**config.mk**
```make
export PLATFORM = sky130hd
export DESIGN_NAME = accumulator_machine_core
export DESIGN_NICKNAME = d
export VERILOG_FILES = /design/src/hw/rtl/amc_pkg.sv /design/src/hw/rtl/amc_muldiv.sv /design/src/hw/rtl/amc_dp.sv /design/src/hw/rtl/amc_ctrl.sv /design/src/hw/rtl/accumulator_machine_core.sv
export SDC_FILE = /design/constraint.sdc
export NUM_CORES = 2
export LEC_CHECK = 0
export BUFFER_PORTS_ARGS = -buffer_cell sky130_fd_sc_hd__buf_2
export CAP_MARGIN = 10
export CELL_PAD_IN_SITES_DETAIL_PLACEMENT = 1
export CELL_PAD_IN_SITES_GLOBAL_PLACEMENT = 2
export CORE_ASPECT_RATIO = 1.4
export CORE_MARGIN = 4
export CORE_UTILIZATION = 35
export CTS_CLUSTER_DIAMETER = 100
export CTS_CLUSTER_SIZE = 28
export DETAILED_ROUTE_END_ITERATION = 10
export GPL_ROUTABILITY_DRIVEN = 0
export PLACE_DENSITY_LB_ADDON = 0.1
export SYNTH_ARGS = -nofsm -noshare
export SYNTH_HDL_FRONTEND = slang
export SYNTH_SLANG_ARGS = --single-unit
```
**constraint.sdc**
```tcl
create_clock -name clk -period 11.7 [get_ports clk]
set_input_delay 1.17 -clock clk [delete_from_list [all_inputs] [get_ports clk]]
set_output_delay 1.17 -clock clk [all_outputs]
set_load 0.02 [all_outputs]
```
**src/hw/rtl/amc_pkg.sv**
```systemverilog
`timescale 1ns / 1ps
// Shared types, codes and constants for the accumulator machine core.
// Used by every module under hw/rtl; depends on nothing.
package amc_pkg;

  localparam int WORD_BITS = 32;
  localparam int MEM_WORDS = 100;
  localparam int ADDR_W    = 7;
  localparam int OP_W      = 6;
  localparam int CNT_W     = $clog2(WORD_BITS);

  // Decode by reciprocal: words of interest stay below 4400 (opcode 43, address 99).
  localparam int DEC_LIMIT = 4400;
  localparam int DEC_W     = 13;
  localparam int RECIP     = 5243;
  localparam int RECIP_SH  = 19;
  localparam int RADIX     = 100;

  typedef logic [WORD_BITS-1:0] word_t;
  typedef logic [OP_W-1:0]      op_t;

  typedef enum logic [1:0] {
    REQ_LOAD    = 2'd0,
    REQ_EXEC    = 2'd1,
    REQ_READ    = 2'd2,
    REQ_RESTART = 2'd3
  } req_t;

  typedef enum logic [1:0] {
    ST_OK       = 2'd0,
    ST_HALTED   = 2'd1,
    ST_DIVZ     = 2'd2,
    ST_PC_RANGE = 2'd3
  } status_t;

  localparam op_t OP_NONE   = 6'd0;
  localparam op_t OP_READ   = 6'd10;
  localparam op_t OP_WRITE  = 6'd11;
  localparam op_t OP_LOAD   = 6'd20;
  localparam op_t OP_STORE  = 6'd21;
  localparam op_t OP_ADD    = 6'd30;
  localparam op_t OP_SUB    = 6'd31;
  localparam op_t OP_DIV    = 6'd32;
  localparam op_t OP_MUL    = 6'd33;
  localparam op_t OP_INC    = 6'd34;
  localparam op_t OP_BR     = 6'd40;
  localparam op_t OP_BRNEG  = 6'd41;
  localparam op_t OP_BRZERO = 6'd42;
  localparam op_t OP_HALT   = 6'd43;

  typedef enum logic [2:0] {
    S_IDLE, S_START, S_RDW, S_DEC, S_OPND, S_EXEC, S_MD, S_DONE
  } state_t;

  typedef struct packed {
    logic latch;
    logic start;
    logic rdw;
    logic decode;
    logic opnd;
    logic exec;
    logic md_upd;
    logic emit;
  } cmd_t;

  typedef struct packed {
    req_t req;
    logic halted;
    logic pc_oob;
    logic md_go;
    logic md_done;
    logic out_busy;
  } dp_status_t;

endpackage

```
**src/hw/rtl/amc_muldiv.sv**
```systemverilog
`timescale 1ns / 1ps
// Iterative multiply / signed divide, one bit per cycle.
// Depends on amc_pkg.
module amc_muldiv import amc_pkg::*; (
  input  logic  clk,
  input  logic  rst_n,
  input  logic  start,
  input  logic  is_div,
  input  word_t opa,
  input  word_t opb,
  output logic  done,
  output word_t result
);

  logic               busy_r, busy_nxt;
  logic               done_r, done_nxt;
  logic               div_r, div_nxt;
  logic               neg_r, neg_nxt;
  logic [CNT_W-1:0]   cnt_r, cnt_nxt;
  word_t              prod_r, prod_nxt;
  word_t              shq_r, shq_nxt;
  word_t              opb_r, opb_nxt;
  logic [WORD_BITS:0] rem_r, rem_nxt;
  logic [WORD_BITS:0] rem_sh, diff;
  word_t              mag_a, mag_b;

  always_comb begin
    mag_a  = opa[WORD_BITS-1] ? (~opa + 1'b1) : opa;
    mag_b  = opb[WORD_BITS-1] ? (~opb + 1'b1) : opb;
    rem_sh = {rem_r[WORD_BITS-1:0], shq_r[WORD_BITS-1]};
    diff   = rem_sh - {1'b0, opb_r};
    busy_nxt = busy_r;
    done_nxt = 1'b0;
    div_nxt  = div_r;
    neg_nxt  = neg_r;
    cnt_nxt  = cnt_r;
    prod_nxt = prod_r;
    shq_nxt  = shq_r;
    opb_nxt  = opb_r;
    rem_nxt  = rem_r;
    if (start) begin
      busy_nxt = 1'b1;
      div_nxt  = is_div;
      neg_nxt  = opa[WORD_BITS-1] ^ opb[WORD_BITS-1];
      cnt_nxt  = '0;
      prod_nxt = '0;
      rem_nxt  = '0;
      shq_nxt  = is_div ? mag_a : opb;
      opb_nxt  = is_div ? mag_b : opa;
    end else if (busy_r) begin
      if (div_r) begin
        if (!diff[WORD_BITS]) begin
          rem_nxt = diff;
          shq_nxt = {shq_r[WORD_BITS-2:0], 1'b1};
        end else begin
          rem_nxt = rem_sh;
          shq_nxt = {shq_r[WORD_BITS-2:0], 1'b0};
        end
      end else begin
        if (shq_r[0]) prod_nxt = prod_r + opb_r;
        opb_nxt = {opb_r[WORD_BITS-2:0], 1'b0};
        shq_nxt = {1'b0, shq_r[WORD_BITS-1:1]};
      end
      cnt_nxt = cnt_r + 1'b1;
      if (cnt_r == CNT_W'(WORD_BITS - 1)) begin
        busy_nxt = 1'b0;
        done_nxt = 1'b1;
      end
    end
  end

  always_ff @(posedge clk) begin
    if (!rst_n) begin
      busy_r <= 1'b0;
      done_r <= 1'b0;
    end else begin
      busy_r <= busy_nxt;
      done_r <= done_nxt;
    end
    div_r  <= div_nxt;
    neg_r  <= neg_nxt;
    cnt_r  <= cnt_nxt;
    prod_r <= prod_nxt;
    shq_r  <= shq_nxt;
    opb_r  <= opb_nxt;
    rem_r  <= rem_nxt;
  end

  assign done   = done_r;
  assign result = div_r ? (neg_r ? (~shq_r + 1'b1) : shq_r) : prod_r;

endmodule

```
**src/hw/rtl/amc_dp.sv**
```systemverilog
`timescale 1ns / 1ps
// Datapath: word memory, accumulator, pc, decode, execute and result register.
// Depends on amc_pkg and amc_muldiv.
module amc_dp import amc_pkg::*; (
  input  logic               clk,
  input  logic               rst_n,
  input  cmd_t               cmd,
  output dp_status_t         st,
  input  logic [1:0]         in_req_type,
  input  logic [ADDR_W-1:0]  in_mem_address,
  input  logic signed [31:0] in_data_word,
  input  logic               out_stall,
  output logic               out_valid,
  output logic [1:0]         out_status,
  output logic               out_out_valid,
  output logic signed [31:0] out_out_value,
  output logic               out_input_used,
  output logic signed [31:0] out_read_word,
  output logic signed [31:0] out_acc_value,
  output logic [ADDR_W-1:0]  out_pc_value
);

  word_t               mem [MEM_WORDS];
  logic [MEM_WORDS-1:0] mem_vld_r;

  req_t              req_r;
  logic [ADDR_W-1:0] addr_r;
  word_t             data_r;
  word_t             acc_r;
  logic [ADDR_W-1:0] pc_r;
  logic              halted_r;
  word_t             rdata_r;
  logic              rd_ok_r;
  op_t               op_r;
  logic [ADDR_W-1:0] a_r;
  status_t           status_r;
  logic              ov_r, iu_r;
  word_t             oval_r, rw_r;

  logic              out_vld_r;
  logic [1:0]        o_status_r;
  logic              o_ov_r, o_iu_r;
  word_t             o_oval_r, o_rw_r, o_acc_r;
  logic [ADDR_W-1:0] o_pc_r;

  logic [ADDR_W-1:0] rd_addr;
  word_t             mem_q, mag;
  logic [DEC_W-1:0]  dec_lo, rem13;
  logic [2*DEC_W-1:0] prod;
  op_t               q_op;
  logic              in_rng;
  logic              we;
  logic [ADDR_W-1:0] waddr;
  word_t             wdata;
  logic              md_go, md_done;
  word_t             md_res;

  assign mem_q = rd_ok_r ? rdata_r : '0;

  // Decode the fetched word into opcode and address.
  always_comb begin
    mag    = mem_q[WORD_BITS-1] ? (~mem_q + 1'b1) : mem_q;
    in_rng = !mem_q[WORD_BITS-1] && (mag < word_t'(DEC_LIMIT));
    dec_lo = mag[DEC_W-1:0];
    prod   = (2*DEC_W)'(dec_lo) * (2*DEC_W)'(RECIP);
    q_op   = prod[RECIP_SH+OP_W-1:RECIP_SH];
    rem13  = dec_lo - DEC_W'(q_op) * DEC_W'(RADIX);
  end

  always_comb begin
    if (cmd.opnd)               rd_addr = a_r;
    else if (req_r == REQ_READ) rd_addr = addr_r;
    else                        rd_addr = pc_r;
  end

  assign md_go = (op_r == OP_MUL) || ((op_r == OP_DIV) && (mem_q != '0));

  always_comb begin
    we    = 1'b0;
    waddr = a_r;
    wdata = data_r;
    if (cmd.start && req_r == REQ_LOAD && addr_r < ADDR_W'(MEM_WORDS)) begin
      we    = 1'b1;
      waddr = addr_r;
    end else if (cmd.exec && op_r == OP_READ) begin
      we = 1'b1;
    end else if (cmd.exec && op_r == OP_STORE) begin
      we    = 1'b1;
      wdata = acc_r;
    end
  end

  always_ff @(posedge clk) begin
    if (we) mem[waddr] <= wdata;
    rdata_r <= mem[rd_addr];
  end

  always_ff @(posedge clk) begin
    if (!rst_n) begin
      mem_vld_r <= '0;
      rd_ok_r   <= 1'b0;
    end else begin
      if (we) mem_vld_r[waddr] <= 1'b1;
      rd_ok_r <= (rd_addr < ADDR_W'(MEM_WORDS)) ? mem_vld_r[rd_addr] : 1'b0;
    end
  end

  amc_muldiv u_muldiv (
    .clk    (clk),
    .rst_n  (rst_n),
    .start  (cmd.exec && md_go),
    .is_div (op_r == OP_DIV),
    .opa    (acc_r),
    .opb    (mem_q),
    .done   (md_done),
    .result (md_res)
  );

  always_ff @(posedge clk) begin
    if (!rst_n) begin
      acc_r    <= '0;
      pc_r     <= '0;
      halted_r <= 1'b0;
    end else begin
      if (cmd.start) begin
        unique case (req_r)
          REQ_RESTART: begin
            acc_r    <= '0;
            pc_r     <= '0;
            halted_r <= 1'b0;
          end
          REQ_EXEC: if (!halted_r && pc_r >= ADDR_W'(MEM_WORDS)) halted_r <= 1'b1;
          default: ;
        endcase
      end
      if (cmd.decode) pc_r <= pc_r + 1'b1;
      if (cmd.exec) begin
        case (op_r)
          OP_LOAD:    acc_r <= mem_q;
          OP_ADD:     acc_r <= acc_r + mem_q;
          OP_SUB:     acc_r <= acc_r - mem_q;
          OP_INC:     acc_r <= acc_r + 1'b1;
          OP_DIV:     if (mem_q == '0) halted_r <= 1'b1;
          OP_BR:      pc_r <= a_r;
          OP_BRNEG:   if (acc_r[WORD_BITS-1]) pc_r <= a_r;
          OP_BRZERO:  if (acc_r == '0) pc_r <= a_r;
          OP_HALT:    halted_r <= 1'b1;
          default: ;
        endcase
      end
      if (cmd.md_upd) acc_r <= md_res;
    end
  end

  // Per-item registers; no reset needed.
  always_ff @(posedge clk) begin
    if (cmd.latch) begin
      req_r  <= req_t'(in_req_type);
      addr_r <= in_mem_address;
      data_r <= word_t'(in_data_word);
    end
    if (cmd.start) begin
      ov_r     <= 1'b0;
      iu_r     <= 1'b0;
      oval_r   <= '0;
      rw_r     <= '0;
      if (req_r == REQ_RESTART) status_r <= ST_OK;
      else if (req_r == REQ_EXEC && !halted_r && pc_r >= ADDR_W'(MEM_WORDS))
        status_r <= ST_PC_RANGE;
      else status_r <= halted_r ? ST_HALTED : ST_OK;
    end
    if (cmd.rdw) rw_r <= mem_q;
    if (cmd.decode) begin
      op_r <= in_rng ? q_op : OP_NONE;
      a_r  <= rem13[ADDR_W-1:0];
    end
    if (cmd.exec) begin
      case (op_r)
        OP_READ:  iu_r <= 1'b1;
        OP_WRITE: begin
          ov_r   <= 1'b1;
          oval_r <= mem_q;
        end
        OP_DIV:   if (mem_q == '0) status_r <= ST_DIVZ;
        OP_HALT:  status_r <= ST_HALTED;
        default: ;
      endcase
    end
    if (cmd.emit) begin
      o_status_r <= status_r;
      o_ov_r     <= ov_r;
      o_oval_r   <= oval_r;
      o_iu_r     <= iu_r;
      o_rw_r     <= rw_r;
      o_acc_r    <= acc_r;
      o_pc_r     <= pc_r;
    end
  end

  always_ff @(posedge clk) begin
    if (!rst_n)        out_vld_r <= 1'b0;
    else if (cmd.emit) out_vld_r <= 1'b1;
    else if (!out_stall) out_vld_r <= 1'b0;
  end

  assign st.req      = req_r;
  assign st.halted   = halted_r;
  assign st.pc_oob   = pc_r >= ADDR_W'(MEM_WORDS);
  assign st.md_go    = md_go;
  assign st.md_done  = md_done;
  assign st.out_busy = out_vld_r && out_stall;

  assign out_valid      = out_vld_r;
  assign out_status     = o_status_r;
  assign out_out_valid  = o_ov_r;
  assign out_out_value  = o_oval_r;
  assign out_input_used = o_iu_r;
  assign out_read_word  = o_rw_r;
  assign out_acc_value  = o_acc_r;
  assign out_pc_value   = o_pc_r;

endmodule

```
**src/hw/rtl/amc_ctrl.sv**
```systemverilog
`timescale 1ns / 1ps
// Controller state machine: sequences one request through the datapath.
// Depends on amc_pkg.
module amc_ctrl import amc_pkg::*; (
  input  logic       clk,
  input  logic       rst_n,
  input  logic       in_valid,
  output logic       in_stall,
  input  dp_status_t st,
  output cmd_t       cmd
);

  state_t state_r, state_nxt;

  always_comb begin
    state_nxt = state_r;
    unique case (state_r)
      S_IDLE:  if (in_valid) state_nxt = S_START;
      S_START: begin
        unique case (st.req)
          REQ_READ: state_nxt = S_RDW;
          REQ_EXEC: state_nxt = (st.halted || st.pc_oob) ? S_DONE : S_DEC;
          default:  state_nxt = S_DONE;
        endcase
      end
      S_RDW:   state_nxt = S_DONE;
      S_DEC:   state_nxt = S_OPND;
      S_OPND:  state_nxt = S_EXEC;
      S_EXEC:  state_nxt = st.md_go ? S_MD : S_DONE;
      S_MD:    if (st.md_done) state_nxt = S_DONE;
      S_DONE:  if (!st.out_busy) state_nxt = S_IDLE;
      default: state_nxt = S_IDLE;
    endcase
  end

  always_comb begin
    cmd      = '0;
    in_stall = 1'b1;
    unique case (state_r)
      S_IDLE: begin
        in_stall  = 1'b0;
        cmd.latch = in_valid;
      end
      S_START: cmd.start  = 1'b1;
      S_RDW:   cmd.rdw    = 1'b1;
      S_DEC:   cmd.decode = 1'b1;
      S_OPND:  cmd.opnd   = 1'b1;
      S_EXEC:  cmd.exec   = 1'b1;
      S_MD:    cmd.md_upd = st.md_done;
      S_DONE:  cmd.emit   = !st.out_busy;
      default: ;
    endcase
  end

  always_ff @(posedge clk) begin
    if (!rst_n) state_r <= S_IDLE;
    else        state_r <= state_nxt;
  end

endmodule

```
**src/hw/rtl/accumulator_machine_core.sv**
```systemverilog
`timescale 1ns / 1ps
// Top level of the decimal accumulator machine: controller plus datapath.
// Depends on amc_pkg, amc_ctrl, amc_dp (which holds amc_muldiv).
//
// Usage:
//   Input channel (in_valid / in_stall) carries one request beat: load a
//   memory word, execute one instruction, read a memory word back, or
//   restart pc/accumulator/halt flag. Every request yields exactly one
//   result beat on the output channel (out_valid / out_stall).
//   Each request steps through controller states: load and restart go
//   from start to done; read adds a read-word state; execute adds decode,
//   operand and execute states (none while halted or with pc out of range),
//   and multiply and divide wait in a state for the bit-serial shift-add /
//   restoring divide unit. One request is worked at a time; in_stall is low
//   only while the controller is idle.
//   The result register frees the core: a new request
//   is taken while the previous result still waits on out_stall, and the
//   core holds its next result in its final state until the register drains.
//   Reset (rst_n low, synchronous) clears pc, accumulator, halt flag, the
//   per-word valid bits (memory reads as zero until written) and both
//   handshakes; no clearing pass is needed.
module accumulator_machine_core import amc_pkg::*; (
  input  logic               clk,
  input  logic               rst_n,
  input  logic               in_valid,
  output logic               in_stall,
  input  logic [1:0]         in_req_type,
  input  logic [6:0]         in_mem_address,
  input  logic signed [31:0] in_data_word,
  output logic               out_valid,
  input  logic               out_stall,
  output logic [1:0]         out_status,
  output logic               out_out_valid,
  output logic signed [31:0] out_out_value,
  output logic               out_input_used,
  output logic signed [31:0] out_read_word,
  output logic signed [31:0] out_acc_value,
  output logic [6:0]         out_pc_value
);

  cmd_t       cmd;
  dp_status_t st;

  amc_ctrl u_ctrl (
    .clk      (clk),
    .rst_n    (rst_n),
    .in_valid (in_valid),
    .in_stall (in_stall),
    .st       (st),
    .cmd      (cmd)
  );

  amc_dp u_dp (
    .clk            (clk),
    .rst_n          (rst_n),
    .cmd            (cmd),
    .st             (st),
    .in_req_type    (in_req_type),
    .in_mem_address (in_mem_address),
    .in_data_word   (in_data_word),
    .out_stall      (out_stall),
    .out_valid      (out_valid),
    .out_status     (out_status),
    .out_out_valid  (out_out_valid),
    .out_out_value  (out_out_value),
    .out_input_used (out_input_used),
    .out_read_word  (out_read_word),
    .out_acc_value  (out_acc_value),
    .out_pc_value   (out_pc_value)
  );

  // One request in flight: after an accept the input side must stall.
  a_one_in_flight: assert property (@(posedge clk) disable iff (!rst_n)
    (in_valid && !in_stall) |=> in_stall)
    else $error("request accepted while another is in flight");

  // The result register is loaded only when it is free or draining.
  a_emit_free: assert property (@(posedge clk) disable iff (!rst_n)
    cmd.emit |-> !st.out_busy)
    else $error("result overwritten while stalled");

  // The pc never runs past one beyond the last word.
  a_pc_range: assert property (@(posedge clk) disable iff (!rst_n)
    out_valid |-> (out_pc_value <= 7'd100))
    else $error("pc out of range in result");

  // A divide-by-zero result carries no write or read side effect flags.
  a_divz_clean: assert property (@(posedge clk) disable iff (!rst_n)
    (out_valid && out_status == ST_DIVZ) |-> (!out_out_valid && !out_input_used))
    else $error("divide error with side effects");

endmodule
```
# After elaboration in Yosys (flattened, before gate mapping)
# Memories as Yosys holds them, arrays and structs flattened. A register that Yosys moved wholly into a read port is not among the register bits.
# Cells that the tools add are included.
[classes]
n_reduce_logical = 30
add_sub_neg = 11
mul = 2
order_cmp = 7
muxes = 88
eq_ne = 29
bitwise_logic = 8
[ops]
columns = ["operator", "count"]
rows = [
  ["two-way mux 32 bit", 26],
  ["adder 32 x 1 -> 32 bit, second input constant", 4],
  ["one-hot mux 32 bit (4 select lines)", 1],
  ["OR 100 bit", 1],
  ["NOT 32 bit", 3],
  ["adder 32 bit", 2],
  ["zero test 32 bit", 2],
  ["two-way mux 7 bit", 9],
  ["equality test 6 bit, second input constant", 7],
  ["two-way mux 1 bit", 35],
  ["subtractor 33 x 32 -> 33 bit", 1],
  ["< comparator 32 x 13 -> 1 bit, second input constant", 1],
  ["nonzero test 32 bit", 1],
  ["subtractor 32 bit", 1],
  ["multiplier 13 x 13 -> 25 bit, second input constant", 1],
  ["equality test 6 x 5 -> 1 bit, second input constant", 4],
  ["one-hot mux 3 bit (8 select lines)", 1],
  ["one-hot mux 7 bit (3 select lines)", 1],
  ["< comparator 7 x 8 -> 1 bit, second input constant", 2],
  ["< comparator 7 bit, second input constant", 2],
  ["equality test 3 bit, second input constant", 4],
  ["equality test 6 x 4 -> 1 bit, second input constant", 2],
  ["logical AND 1 bit", 12],
  ["two-way mux 3 bit", 4],
  ["29 further kinds", 48],
]
[totals]
register_bits = 511
word_cells = 209
memories = 1
inputBits = 45
ramBits = 3200
[memory_table]
columns = ["name", "words", "word_bits", "rd", "rd_clocked_by_memory_dff", "wr", "line", "text"]
rows = [
  ["u_dp.mem", 100, 32, 1, 1, 1, "amc_dp.sv:23", "word_t mem [MEM_WORDS];"],
]

# Depth between registers and ports, before layout
[logic_depth]
ltp_word = 10
depth_mapped = 45
mapped_depth_nobuf = 37

# Hierarchy
# A second synthesis with hierarchy kept.
[hier_totals]
hier_cells = 11302
area_unflattened_um2 = 157631.2
[modules_own_cells]
columns = ["mod", "n_inst", "cells_each", "area_each_um2"]
rows = [
  ["amc_dp", 1, 9803, 145339.4],
  ["amc_muldiv", 1, 1463, 11985.2],
  ["amc_ctrl", 1, 36, 306.5],
]

# Worst setup path before layout
# OpenSTA, ideal clock, no wires.
[synth_path]
kind = "reg-to-reg"
from = "register u_dp.rd_ok_r"
to = "register u_dp.a_r[6], data pin"
period_less_slack_ns = 8.936
path_slack_ns = 2.764
n_path_buf = 7
arrival_ns = 8.674
stages_incl_launch_ff = 38
setup_time_ns = 0.262
path_cell_list = "dfxtp_1 -> clkbuf_1 -> clkbuf_1 -> clkbuf_1 -> clkbuf_1 -> clkbuf_1 -> buf_1 -> nand2_1 -> ha_1 -> clkbuf_1 -> or3_1 -> a21boi_0 -> inv_1 -> fa_1 -> inv_1 -> ha_1 -> fa_1 -> ha_1 -> (+2 left out) -> a2111oi_0 -> o21a_1 -> o211ai_1 -> a31oi_1 -> o21ai_0 -> a21oi_1 -> o21bai_1 -> xnor2_1 -> inv_1 -> ha_1 -> inv_1 -> ha_1 -> a21oi_1 -> xnor2_1 -> xnor2_1 -> xnor2_1 -> xnor2_1 -> xnor2_1"
[synth_between]
elab_chain_cells = 7
[synth_rtl]
columns = ["element", "line", "text"]
rows = [
  ["start: declaration", "amc_dp.sv:33", "logic rd_ok_r;"],
  ["start signal: assignment", "amc_dp.sv:104", "rd_ok_r <= (rd_addr < ADDR_W'(MEM_WORDS)) ? mem_vld_r[rd_addr] : 1'b0;"],
  ["two-way mux 32 bit *", "amc_dp.sv:58", "assign mem_q = rd_ok_r ? rdata_r : '0;"],
  ["NOT 32 bit", "amc_dp.sv:62", "mag = mem_q[WORD_BITS-1] ? (~mem_q + 1'b1) : mem_q;"],
  ["adder 32 x 1 -> 32 bit", "amc_dp.sv:62", ""],
  ["two-way mux 32 bit *", "amc_dp.sv:62", ""],
  ["multiplier 13 x 13 -> 25 bit *", "amc_dp.sv:65", "prod = (2*DEC_W)'(dec_lo) * (2*DEC_W)'(RECIP);"],
  ["named net u_dp.prod[22]", "amc_dp.sv:49", "logic [2*DEC_W-1:0] prod;"],
  ["multiplier 6 x 5 -> 5 bit *", "amc_dp.sv:67", "rem13 = dec_lo - DEC_W'(q_op) * DEC_W'(RADIX);"],
  ["subtractor 7 bit *", "amc_dp.sv:67", ""],
  ["named net u_dp.rem13[6]", "amc_dp.sv:48", "logic [DEC_W-1:0] dec_lo, rem13;"],
  ["end signal: assignment", "amc_dp.sv:175", "a_r <= rem13[ADDR_W-1:0];"],
  ["end: declaration", "amc_dp.sv:35", "logic [ADDR_W-1:0] a_r;"],
]
# The timed path passes the listed nets; every way through them passes the cells marked *.
# A chain may end at the register's enable or synchronous reset.

# Worst setup path after layout
[layout_path]
from = "register u_dp.rdata_r[1] (read register of u_dp.mem)"
to = "register u_dp.a_r[6], data pin"
[layout_between]
elab_chain_cells = 7
[layout_rtl]
columns = ["element", "line", "text"]
rows = [
  ["start: declaration", "amc_dp.sv:32", "word_t rdata_r;"],
  ["two-way mux 32 bit *", "amc_dp.sv:58", ""],
  ["NOT 32 bit", "amc_dp.sv:62", ""],
  ["adder 32 x 1 -> 32 bit", "amc_dp.sv:62", ""],
  ["two-way mux 32 bit *", "amc_dp.sv:62", ""],
  ["multiplier 13 x 13 -> 25 bit *", "amc_dp.sv:65", ""],
  ["named net u_dp.prod[22]", "amc_dp.sv:49", ""],
  ["multiplier 6 x 5 -> 5 bit *", "amc_dp.sv:67", ""],
  ["subtractor 7 bit *", "amc_dp.sv:67", ""],
  ["named net u_dp.rem13[6]", "amc_dp.sv:48", ""],
]
# Marks and branches as above.

==> reports/qor.yml <==
global_route:
  track_usage: 0.2637
  antenna_found_initial: 50
  grt_pass1_wl_um: 839000
  grt_overflow: 0
  grt_max_degree: 111
  first_global_vias: 100100
die:
  start_util: 0.3515
  die_x_um: 571.5
  io_pins: 154
  core-area_sq_mm: 0.4426
  die_h_um: 796.9
  row_count: 289
  dieArea_sq_mm: 0.4554
worst_setup_path:
  crit_family: "compound AO/OA/AOI/OAI gates"
  crit_fanout: 12
  critPathCaptureType: "flop"
  crit_top_cell: "xnor2_1"
  critPathArrivalTime_ns: 9.51
  worstSetupStartpointType: "flop"
  critPathBufInv: 2
  required_ns: 12.42
  crit_type: "reg2reg"
  critPathMaxStageDelay_ns: 0.91
  slowest_stage: "nor2b_1"
yosys:
  ys_ff_latch: 3743
  yosysSeqAreaShare: 0.7041
  ys_top_cells_by_count: "edfxtp_1 (3459), nand2_1 (2018), a21oi_1 (483)"
  syn_inst: 10750
  yosys.area.top_type: "edfxtp_1"
  async_flop_share: 0
  syn-cell-area_sq_mm: 0.1556
  yosys-top-cells-area: "edfxtp_1 (67%), mux4_2 (5.7%), nand2_1 (4.9%)"
  ys_types: 96
  synth_top_flop_cell: "edfxtp_1"
  synth_top_area_frac: 0.6676
  synth_fp_nets: 11040
  synth.most_common_cell: "edfxtp_1"
  synth_warnings: 0
  synth_area_per_cell_sq_um: 14.48
  synth_edf_count: 3459
hold_path:
  hp-class: "in2reg"
timing:
  worst_pin_slew_ns: 1.400
  drv_slew: 0
  setup_viol: 0
  rsz0062_at_grt: "false"
  finalCritPeriodShare: 0.7513
  hold_viol_final: 0
  tns_ns: 0
  skew_ns: 0.06775
  max-slew-margin-rel: 0.06557
  fmax_mhz: 113.8
  period_needed_ns: 8.791
routing:
  wirelength_um: 613400
  drt_iter0_markers: 9543
  vias: 97050
  drtPass1Iterations: 5
  antenna_left: 0
  wire_per_inst_um: 36.50
  drc: 0
  vias_per_cell: 5.776
flow_run:
  max-cap-violations: 0
power_and_ir_drop:
  p_int_mw: 20.36
  power_frac_clock: 0.236
  ir_worst_vdd_uv: 118.7
  seqPwrFrac: 0.488
  p_leak_nw: 56.07
  combPwrFrac: 0.276
  swShare: 0.3476
  power_density_mw_per_mm2: 182.6
  power.switching_mw: 10.85
finish:
  layout.nets: 11120
  design_area_sq_mm: 0.1709
  syn_to_final_growth_pct: 9.839
  layout-drive-gt1-share: 0.1305
clock_network:
  clock_latency_ns: 0.97
  clockRootBuffer: "clkbuf_16"
  path_clk_slew_ns: 0.12
  htree_levels: 4
  post_cts_buffers: 0
  cts_tree: "yes"
  cts_buffers: 166
  cts.sinks: 3743
  cts-resized-gates: 0
  max-clock-path-buffers: 4
  hold_buffers: 0
placement:
  dp_hpwl_um: 387400
  portBuffers: 153
  place_area_sq_mm: 0.1657
status:
  status: "finished clean"
-- logic make-up after synthesis --
| kind of cell | after synthesis | share of synthesized area |
|---|---|---|
| and+or+nand+nor | 3271 | 0.08998 |
| adders and majority gates | 249 | 0.02245 |
| buffers and inverters | 822 | 0.02265 |
| DFF | 3743 | 0.7041 |
| AOI/OAI and AO/OA | 1871 | 0.07961 |
| xor gates and xnor gates | 208 | 0.01171 |
| muxes | 583 | 0.06946 |
-- cells in the final DEF (no fill, tap or decap), drive strengths merged, types with 58 or more instances in the layout --
cell,n
a2111oi,134
a211oi,82
a21oi,484
a22oi,62
a31oi,185
and3,146
buf,578
clkbuf,257
dfxtp,284
edfxtp,3459
ha,196
inv,165
mux2i,156
mux4,394
nand2,2018
nand3,468
nor2,359
nor3,63
o2111ai,116
o211ai,59
o21a,106
o21ai,311
o22ai,58
xnor2,121
xor2,87
-- path summary, 6_finish.rpt --
path	from	end	slack [ns]	depth (start not counted)
max	u_dp.rdata_r[1]	u_dp.a_r[6]	2.91	29
min	in_data_word[6]	u_dp.data_r[6]	0.39	1
max reg2reg	u_dp.rdata_r[1]	u_dp.a_r[6]	2.91	29
min reg2reg	u_dp.rw_r[8]	u_dp.out_read_word[8]	0.43	0
-- routing by layer --
| layer | track usage | vias to the layer above | wire length, um |
|---|---|---|---|
| met5 | 0 | - | 22 |
| met2 | 0.4739 | 2572 | 316300 |
| met4 | 0.1034 | 4 | 28840 |
| li1 | - | 41000 | - |
| met3 | 0.02426 | 597 | 25740 |
| met1 | 0.3264 | 52870 | 242500 |
-- flip-flops by register name (all words and copies together), names as in the netlist, 5 cells and up --
register              cells
u_dp.mem               3200
u_dp.u_muldiv.prod_r     32
u_dp.rw_r                32
u_dp.a_r                  7
u_dp.addr_r               7
u_dp.u_muldiv.cnt_r       5
u_dp.out_read_word       32
u_dp.mem_vld_r          100
u_dp.op_r                 6
u_dp.out_acc_value       32
u_dp.acc_r               32
u_dp.out_pc_value         7
u_dp.data_r              32
u_dp.u_muldiv.opb_r      32
u_dp.oval_r              32
u_dp.rdata_r             32
u_dp.out_out_value       32
u_dp.u_muldiv.shq_r      32
u_dp.u_muldiv.rem_r      32
u_dp.pc_r                 7
-- power by group through the flow --
stage          Clock, mW  Combinational, mW  Sequential, mW
2_1_floorplan          0               4.64            15.4
3_3_place_gp           0               8.66            15.5
3_5_place_dp           0               8.72            15.5
4_1_cts             7.56               8.76            15.2
5_1_grt             8.01               9.13            15.3
6_report            7.35               8.61            15.2
-- cell type report --
type / instances / area, sq um
Fill cell: 44790 / 271700
Sequential cell: 3743 / 109600
Multi-Input combinational cell: 6182 / 43980
Tap cell: 5820 / 7282
Clock buffer: 257 / 4644
Timing Repair Buffer: 579 / 4278
Inverter: 152 / 573.1
Clock inverter: 26 / 465.4
Antenna cell: 44 / 110.1
-- per-stage QoR --
stage	hold WS (ns)	worst slack (ns)	std cells	util	power, mW
after floorplan	0.4003	2.765	10750	-	20.06
after global placement	0.4022	2.795	16470	0.3742	24.21
after detailed placement	0.4062	2.885	16480	0.3743	24.27
after CTS	0.3004	2.876	16760	0.3858	31.56
after global routing	0.3387	2.314	16790	0.3860	32.40
final	0.3919	2.909	16800	0.3861	31.21
(Power assumes the default switching activity.)
